--- src/design/wbps_pkg.sv ---
package wbps_pkg;

    localparam int PAT_BYTES = 16;

    typedef struct packed {
        logic [7:0] data_byte;
        logic       last_byte;
    } in_item_t;

    typedef struct packed {
        logic        found;
        logic [47:0] match_address;
    } out_item_t;

    typedef enum logic [2:0] {
        CFG_BASE_ADDRESS   = 3'd0,
        CFG_PATTERN_LOW    = 3'd1,
        CFG_PATTERN_HIGH   = 3'd2,
        CFG_CARE_MASK      = 3'd3,
        CFG_PATTERN_LENGTH = 3'd4,
        CFG_RESULT_OFFSET  = 3'd5
    } cfg_index_t;

    // per-cycle control shared by every cell of the window chain
    typedef struct packed {
        logic shift;
        logic clear;
    } cell_ctl_t;

    // what one cell compares against, already aligned to its window slot
    typedef struct packed {
        logic [7:0] pat;
        logic       care;
        logic       active;
        logic       need_here;
    } cell_ref_t;

    function automatic logic [7:0] pat_byte(input logic [63:0] lo, input logic [63:0] hi,
                                            input logic [3:0] idx);
        logic [127:0] all;
        all = {hi, lo};
        return all[{idx, 3'b000} +: 8];
    endfunction

endpackage

--- src/design/wbps_cell.sv ---
module wbps_cell
    import wbps_pkg::*;
(
    input  logic       aclk,
    input  logic       aresetn,
    input  cell_ctl_t  ctl,
    input  logic [7:0] in_byte,
    input  logic       in_valid,
    input  cell_ref_t  cref,
    output logic [7:0] data_out,
    output logic       valid_out,
    output logic       ok
);

    logic [7:0] data_reg;
    logic       valid_reg;
    logic [7:0] data_next;
    logic       valid_next;
    logic       sh_valid;

    assign data_next = ctl.shift ? in_byte : data_reg;
    assign sh_valid  = ctl.shift ? in_valid : valid_reg;
    assign valid_next = ctl.clear ? 1'b0 : sh_valid;

    // judged on the window as it stands after this item shifts in
    assign ok = (!cref.active || !cref.care || (data_next == cref.pat)) &&
                (!cref.need_here || sh_valid);

    always_ff @(posedge aclk) begin
        data_reg <= data_next;
    end

    always_ff @(posedge aclk) begin
        if (!aresetn) begin
            valid_reg <= 1'b0;
        end else begin
            valid_reg <= valid_next;
        end
    end

    assign data_out  = data_reg;
    assign valid_out = valid_reg;

endmodule

--- src/design/wildcard_byte_pattern_scanner.sv ---
// Wildcard byte signature scanner.
// Input channel s_valid/s_ready/s_item carries one memory byte per item; the
// byte with last_byte set closes the scan range. Result channel
// m_valid/m_ready/m_item gives at most one item per range: found with the
// match start address (base + position + signed offset, wrapping at
// ADDR_BITS), or found clear with a zero address when the range ends without
// a match. Bytes after a match are consumed silently.
// Configuration goes through cfg_valid/cfg_ready/cfg_index/cfg_data; the user must
// write it only while the scanner is idle, the block leaves this to the user; cfg_ready is always high.
// Throughput is one byte per cycle while s_ready is high. A result is registered
// first in the adder stage, which holds the window compare outcome and start
// position, and then in the output register, which takes the address sum.
// A stalled receiver holds the output register; one more result may wait in
// the adder stage, after which s_ready drops until the output drains.
// Synchronous reset clears the window, position, pending results and loads
// the register defaults (care mask all ones, pattern length one).
module wildcard_byte_pattern_scanner
    import wbps_pkg::*;
#(
    parameter int MAX_PATTERN = 16,
    parameter int ADDR_BITS   = 48
) (
    input  logic        aclk,
    input  logic        aresetn,
    input  logic        s_valid,
    output logic        s_ready,
    input  in_item_t    s_item,
    output logic        m_valid,
    input  logic        m_ready,
    output out_item_t   m_item,
    input  logic        cfg_valid,
    output logic        cfg_ready,
    input  logic [2:0]  cfg_index,
    input  logic [63:0] cfg_data
);

    localparam int CLW = $clog2(MAX_PATTERN + 1);
    localparam int LW  = (CLW > 5) ? CLW : 5;

    // configuration
    logic [47:0] base_reg;
    logic [63:0] pat_lo_reg;
    logic [63:0] pat_hi_reg;
    logic [15:0] care_reg;
    logic [4:0]  len_reg;
    logic [31:0] off_reg;
    logic [ADDR_BITS-1:0] base_off_reg;
    logic [ADDR_BITS-1:0] base_off_next;
    logic [63:0] base_off64;

    assign cfg_ready = 1'b1;

    always_ff @(posedge aclk) begin
        if (!aresetn) begin
            base_reg   <= '0;
            pat_lo_reg <= '0;
            pat_hi_reg <= '0;
            care_reg   <= 16'hFFFF;
            len_reg    <= 5'd1;
            off_reg    <= '0;
        end else if (cfg_valid && cfg_ready) begin
            case (cfg_index)
                CFG_BASE_ADDRESS:   base_reg   <= cfg_data[47:0];
                CFG_PATTERN_LOW:    pat_lo_reg <= cfg_data;
                CFG_PATTERN_HIGH:   pat_hi_reg <= cfg_data;
                CFG_CARE_MASK:      care_reg   <= cfg_data[15:0];
                CFG_PATTERN_LENGTH: len_reg    <= cfg_data[4:0];
                CFG_RESULT_OFFSET:  off_reg    <= cfg_data[31:0];
                default: ;
            endcase
        end
    end

    // base plus sign-extended offset, refreshed every cycle from config
    assign base_off64    = {16'b0, base_reg} + {{32{off_reg[31]}}, off_reg};
    assign base_off_next = base_off64[ADDR_BITS-1:0];

    always_ff @(posedge aclk) begin
        base_off_reg <= base_off_next;
    end

    // effective length and the slot that must hold a valid byte
    logic [LW-1:0] len_ext;
    logic [LW-1:0] len_eff;
    logic [LW-1:0] need_m1;

    assign len_ext = LW'(len_reg);
    assign len_eff = (len_ext > LW'(MAX_PATTERN)) ? LW'(MAX_PATTERN) : len_ext;
    assign need_m1 = (len_eff == '0) ? '0 : len_eff - LW'(1);

    // handshake and pipeline control
    logic b_valid_reg;
    logic b_found_reg;
    logic [ADDR_BITS-1:0] b_start_reg;
    logic m_valid_reg;
    out_item_t m_item_reg;
    logic out_ok;
    logic s_fire;
    logic done_reg;
    logic [ADDR_BITS-1:0] pos_reg;
    logic hit;
    logic emit;
    cell_ctl_t ctl;

    assign out_ok  = !m_valid_reg || m_ready;
    assign s_ready = !b_valid_reg || out_ok;
    assign s_fire  = s_valid && s_ready;

    assign ctl.shift = s_fire && !done_reg;
    assign ctl.clear = s_fire && s_item.last_byte;

    // window cell chain, slot 0 holds the newest byte
    logic [7:0]             cell_data [MAX_PATTERN];
    logic [MAX_PATTERN-1:0] cell_valid;
    logic [MAX_PATTERN-1:0] cell_ok;

    for (genvar k = 0; k < MAX_PATTERN; k++) begin : g_cell
        cell_ref_t     cref;
        logic [LW-1:0] idx;
        logic [7:0]    in_byte;
        logic          in_valid;

        assign idx = len_eff - LW'(1) - LW'(k);
        assign cref.active    = LW'(k) < len_eff;
        assign cref.need_here = LW'(k) == need_m1;
        assign cref.pat       = pat_byte(pat_lo_reg, pat_hi_reg, idx[3:0]);
        // pattern slots past the sixteenth are wildcards
        assign cref.care      = (idx < LW'(PAT_BYTES)) && care_reg[idx[3:0]];

        if (k == 0) begin : g_head
            assign in_byte  = s_item.data_byte;
            assign in_valid = 1'b1;
        end else begin : g_link
            assign in_byte  = cell_data[k-1];
            assign in_valid = cell_valid[k-1];
        end

        wbps_cell u_cell (
            .aclk      (aclk),
            .aresetn   (aresetn),
            .ctl       (ctl),
            .in_byte   (in_byte),
            .in_valid  (in_valid),
            .cref      (cref),
            .data_out  (cell_data[k]),
            .valid_out (cell_valid[k]),
            .ok        (cell_ok[k])
        );
    end

    assign hit  = ctl.shift && (&cell_ok);
    assign emit = hit || (ctl.shift && s_item.last_byte);

    // range position and match latch
    always_ff @(posedge aclk) begin
        if (!aresetn) begin
            done_reg <= 1'b0;
            pos_reg  <= '0;
        end else if (s_fire) begin
            if (s_item.last_byte) begin
                done_reg <= 1'b0;
                pos_reg  <= '0;
            end else begin
                if (hit) begin
                    done_reg <= 1'b1;
                end
                if (!done_reg) begin
                    pos_reg <= pos_reg + ADDR_BITS'(1);
                end
            end
        end
    end

    // adder stage
    always_ff @(posedge aclk) begin
        if (!aresetn) begin
            b_valid_reg <= 1'b0;
        end else if (s_ready) begin
            b_valid_reg <= s_fire && emit;
        end
    end

    always_ff @(posedge aclk) begin
        if (s_ready) begin
            b_found_reg <= hit;
            b_start_reg <= pos_reg - ADDR_BITS'(need_m1);
        end
    end

    // output register
    logic [ADDR_BITS-1:0] addr_sum;
    logic [63:0]          addr64;
    out_item_t            m_item_next;

    assign addr_sum = base_off_reg + b_start_reg;
    assign addr64   = 64'(addr_sum);
    assign m_item_next.found         = b_found_reg;
    assign m_item_next.match_address = b_found_reg ? addr64[47:0] : 48'd0;

    always_ff @(posedge aclk) begin
        if (!aresetn) begin
            m_valid_reg <= 1'b0;
        end else if (out_ok) begin
            m_valid_reg <= b_valid_reg;
        end
    end

    always_ff @(posedge aclk) begin
        if (out_ok) begin
            m_item_reg <= m_item_next;
        end
    end

    assign m_valid = m_valid_reg;
    assign m_item  = m_item_reg;

`ifndef SYNTHESIS
    a_notfound_zero: assert property (@(posedge aclk) disable iff (!aresetn)
        m_valid && !m_item.found |-> m_item.match_address == 48'd0)
        else $error("not-found item carries a nonzero address");

    a_range_clear: assert property (@(posedge aclk) disable iff (!aresetn)
        s_valid && s_ready && s_item.last_byte |=> !done_reg && pos_reg == '0)
        else $error("range state not cleared after last byte");

    a_full_stall: assert property (@(posedge aclk) disable iff (!aresetn)
        b_valid_reg && m_valid_reg && !m_ready |-> !s_ready)
        else $error("input taken while both result stages are full");

    a_done_quiet: assert property (@(posedge aclk) disable iff (!aresetn)
        done_reg && s_valid && s_ready |=> !b_valid_reg)
        else $error("result raised for a byte after a match");
`endif

endmodule

--- config.mk ---
export PLATFORM = sky130hd
export DESIGN_NAME = wildcard_byte_pattern_scanner
export DESIGN_NICKNAME = d
export VERILOG_FILES = /design/src/design/wbps_pkg.sv /design/src/design/wbps_cell.sv /design/src/design/wildcard_byte_pattern_scanner.sv
export SDC_FILE = /design/constraint.sdc
export NUM_CORES = 2
export LEC_CHECK = 0
export BUFFER_PORTS_ARGS = -buffer_cell sky130_fd_sc_hd__buf_2
export CAP_MARGIN = 40
export CORE_MARGIN = 8
export CORE_UTILIZATION = 50
export CTS_BUF_LIST = sky130_fd_sc_hd__clkbuf_16
export DETAILED_ROUTE_END_ITERATION = 8
export PLACE_DENSITY = 0.78
export SYNTH_ARGS = -nofsm -noshare
export SYNTH_HDL_FRONTEND = slang
export SYNTH_SLANG_ARGS = --single-unit
export TNS_END_PERCENT = 1
--- constraint.sdc ---
create_clock -name aclk -period 11.1 [get_ports aclk]
set_clock_uncertainty 0.05 [all_clocks]
set_input_delay 1.665 -clock aclk [delete_from_list [all_inputs] [get_ports aclk]]
set_output_delay 1.665 -clock aclk [all_outputs]
set_load 0.05 [all_outputs]
==> flow_metrics.env <==
export IMPL_gp_congestion=1.04
export IMPL_whs_ns=0.417
export IMPL_netlist_instances=3883
export IMPL_largest_reg_flops=128
export IMPL_synth_top_cell_by_area="dfxtp_1"
export IMPL_ys_ff_latch=570
export IMPL_drc_errors=0
export IMPL_num_vias=30000
export IMPL_fmax_mhz=156
export IMPL_synth_fa_ha_area_share_pct=4.11
export IMPL_core_sq_um=71000
export IMPL_required_ns=11.64
export IMPL_row_count=98
export IMPL_yosysSeqAreaShare_pct=34.8
export IMPL_die_area_sq_um=80000
export IMPL_synth_top_family_by_area="multiplexers"
export IMPL_grt_max_degree=104
export IMPL_synth_fp_nets=4079
export IMPL_p_total_mw=6.24
export IMPL_async_flop_share_pct=0
export IMPL_slowest_stage="mux4_2"
export IMPL_clock_latency_ns=0.66
export IMPL_yosysWarnings=0
export IMPL_avgRoutedWirePerCell_um=23.8
export IMPL_ir_worst_vdd_mv=0.128
export IMPL_via_per_inst=6.11
export IMPL_synth_area_leaders="dfxtp_1 27%, mux4_2 9.7%, nand2_1 8.8%"
export IMPL_ios=133
export IMPL_cts_root_buffer="clkbuf_16"
export IMPL_crit_chain="nor2b_4, buf_4, inv_4, ha_1, xnor2_4, buf_4, inv_2, buf_4, ha_1, xnor2_2, buf_4, mux4_2, xnor2_1, nand2_1, or4_1, a21oi_1, nand3_1, nor3_2, o21a_1"
export IMPL_htreeDepth=2
export IMPL_hold_buffers=0
export IMPL_die_width_um=283
export IMPL_yosysTopAreaCellShare_pct=26.6
export IMPL_cp_arrival_ns=6.97
export IMPL_netlist_area_sq_um=35600
export IMPL_die_h_um=283
export IMPL_finish_utilization_pct=54.9
export IMPL_drv_cap=0
export IMPL_multi_input_comb_area_sq_um=21900
export IMPL_grt_pass1_vias=28100
export IMPL_drt_pass1_iter_count=6
export IMPL_fin_setup_tns_ns=0
export IMPL_antenna_found_initial=7
export IMPL_grt_pass1_wl_um=174000
export IMPL_start_util_pct=50.1
export IMPL_drt_iter0_markers=2949
export IMPL_setup_viol=0
export IMPL_ctsResizeCount=0
export IMPL_synthToLayoutAreaGrowth_pct=9.56
export IMPL_cts_buffers=61
export IMPL_path_max_fanout=38
export IMPL_muxShareOfSynthArea_pct=18.4
export IMPL_tightest_slew_ns=0.963
export IMPL_synthFlopType="dfxtp_1"
export IMPL_fillers=6268
export IMPL_grt_util_all_layers_pct=28.6
export IMPL_slowest_delay_ns=0.56
export IMPL_drive_gt1_share_pct=12.2
export IMPL_clk_path_buf_depth=3
export IMPL_tritoncts="yes"
export IMPL_gr_total_overflow=0
export IMPL_synthSimpleGateAreaFrac_pct=16.5
export IMPL_status="finished, final reports clean"
export IMPL_seqCellArea_sq_um=12400
export IMPL_synth_xor_area_share_pct=8.78
export IMPL_slew_violations=0
export IMPL_hold_path_class="reg -> reg"
export IMPL_synth_compound_area_share_pct=13.7
export IMPL_hpwlAfterDp_um=87800
export IMPL_leakage_nw=15.8
export IMPL_fin_nets=4099
export IMPL_antenna_left=0
export IMPL_startpoint_type="flop"
export IMPL_clk_pin_slew_ns=0.07
export IMPL_post_route_period_util_pct=57.9
export IMPL_synth_avg_cell_area_sq_um=9.16
export IMPL_cp_common_cell="buf_4"
export IMPL_rsz0062_at_grt="false"
export IMPL_crit_path_end_kind="flop"
export IMPL_final_hold_viol_count=0
export IMPL_synth_distinct_cells=92
export IMPL_crit_type="reg -> reg"
export IMPL_post_cts_setup_buffers=0
export IMPL_routed_wirelength_um=117000
export IMPL_io_buffers=131
export IMPL_fin_crit_ns=6.43
export IMPL_clock_sinks=570
export IMPL_powerDensity_nw_per_um2=160
export IMPL_maxSlewHeadroom_pct=35.8
export IMPL_synth_edf_count=98
-- cell families after synthesis --
family,count (synthesis)
simple gates,1348
compound gates,711
flops,570
mux,460
xor+xnor,351
buf+inv,327
fa+ha+maj,115
other cells,1
-- metal layers --
metal	routed length (um)	up-vias	global-route usage, %	share of wire (%)
li1	-	13800	-	-
met4	8230	2	17.3	7.0
met2	53200	1468	46.0	46
met5	13	-	0	0.011
met3	10200	357	5.43	8.7
met1	45100	14300	35.6	39
-- where the power goes --
| group | switching, mW | total, mW | internal [mW] |
|---|---|---|---|
| sequential | 0.140 | 2.53 | 2.39 |
| clock | 0.882 | 2.00 | 1.12 |
| combinational | 1.08 | 1.71 | 0.634 |
-- cells in the final DEF, fill, tap and decap left out, types with 19 or more instances in the layout --
master | Yosys | routed
a21boi_0 | 211 | 211
a21o_1 | 54 | 54
a21oi_1 | 137 | 137
a31oi_1 | 25 | 25
and2_1 | 39 | 37
buf_2 | 37 | 131
buf_4 | 6 | 48
clkbuf_16 | 0 | 64
dfxtp_1 | 472 | 471
edfxtp_1 | 98 | 98
ha_1 | 112 | 111
inv_1 | 95 | 102
mux2i_1 | 289 | 289
mux4_2 | 153 | 153
nand2_1 | 835 | 834
nand2b_1 | 24 | 22
nand3_1 | 62 | 62
nand4_1 | 27 | 27
nor2_1 | 171 | 169
nor2b_1 | 35 | 34
nor3_1 | 58 | 58
nor4_1 | 19 | 19
o21a_1 | 19 | 19
o21ai_0 | 96 | 96
xnor2_1 | 192 | 192
xor2_1 | 154 | 154
-- final timing paths --
path	start	endpoint	slack, ns	cells past startpoint
min	base_reg[41]$_SDFFE_PN0P_	base_reg[41]$_SDFFE_PN0P_	0.42	2
max	len_ext[0]$_SDFFE_PN1P_	b_valid_reg$_SDFFE_PN0N_	4.67	19
max reg2reg	len_ext[0]$_SDFFE_PN1P_	b_valid_reg$_SDFFE_PN0N_	4.67	19
min reg2reg	base_reg[41]$_SDFFE_PN0P_	base_reg[41]$_SDFFE_PN0P_	0.42	2
-- layout make-up --
class / instances / area share (%)
clock inverters: 50 / 0.992
diodes: 5 / 0.0321
multi-input cells: 2986 / 56.2
repair buffers: 183 / 2.83
well taps: 950 / 3.05
clock buffers: 64 / 4.11
flip-flops and latches: 570 / 31.8
inverters: 101 / 0.979
-- synthesized netlist by cell type, drive strengths merged, types with 7 or more instances --
master / number
a211oi: 11
mux2i: 289
o21a: 19
or4: 7
dfxtp: 472
o21ai: 97
mux4: 153
a2111oi: 12
buf: 76
xor2: 154
o22ai: 14
clkbuf: 150
o221ai: 8
mux2: 18
nand2b: 25
nor4: 21
a21o: 54
ha: 112
a22oi: 13
and2: 40
nor2b: 35
inv: 99
nand4: 27
a21boi: 211
xnor2: 197
edfxtp: 98
o2111ai: 12
nor2: 171
a21oi: 138
nand3: 62
nand2: 835
o31ai: 11
o21bai: 12
or3: 13
a31oi: 25
o211ai: 15
nor3b: 7
nor3: 59
and3: 18
-- per-stage QoR --
step | setup WS [ns] | area [sq um] | instances
floorplan | 4.67 | 35600 | 3883
global placement | 4.94 | 36900 | 4785
detailed placement | 4.87 | 37000 | 4789
CTS | 4.76 | 39000 | 4903
global route | 4.27 | 39000 | 4907
finish | 4.67 | 39000 | 4909
-- critical path, delay by kind of cell (launching register included) --
kind | cells | cell delay (ns)
buffers and inverters | 6 | 2.24
muxes | 1 | 0.56
and+or+nand+nor | 5 | 1.25
xor gates and xnor gates | 3 | 0.54
AOI/OAI and AO/OA | 2 | 0.34
DFF | 1 | 0.53
adders and majority gates | 2 | 0.81
(Power assumes the default switching activity.)
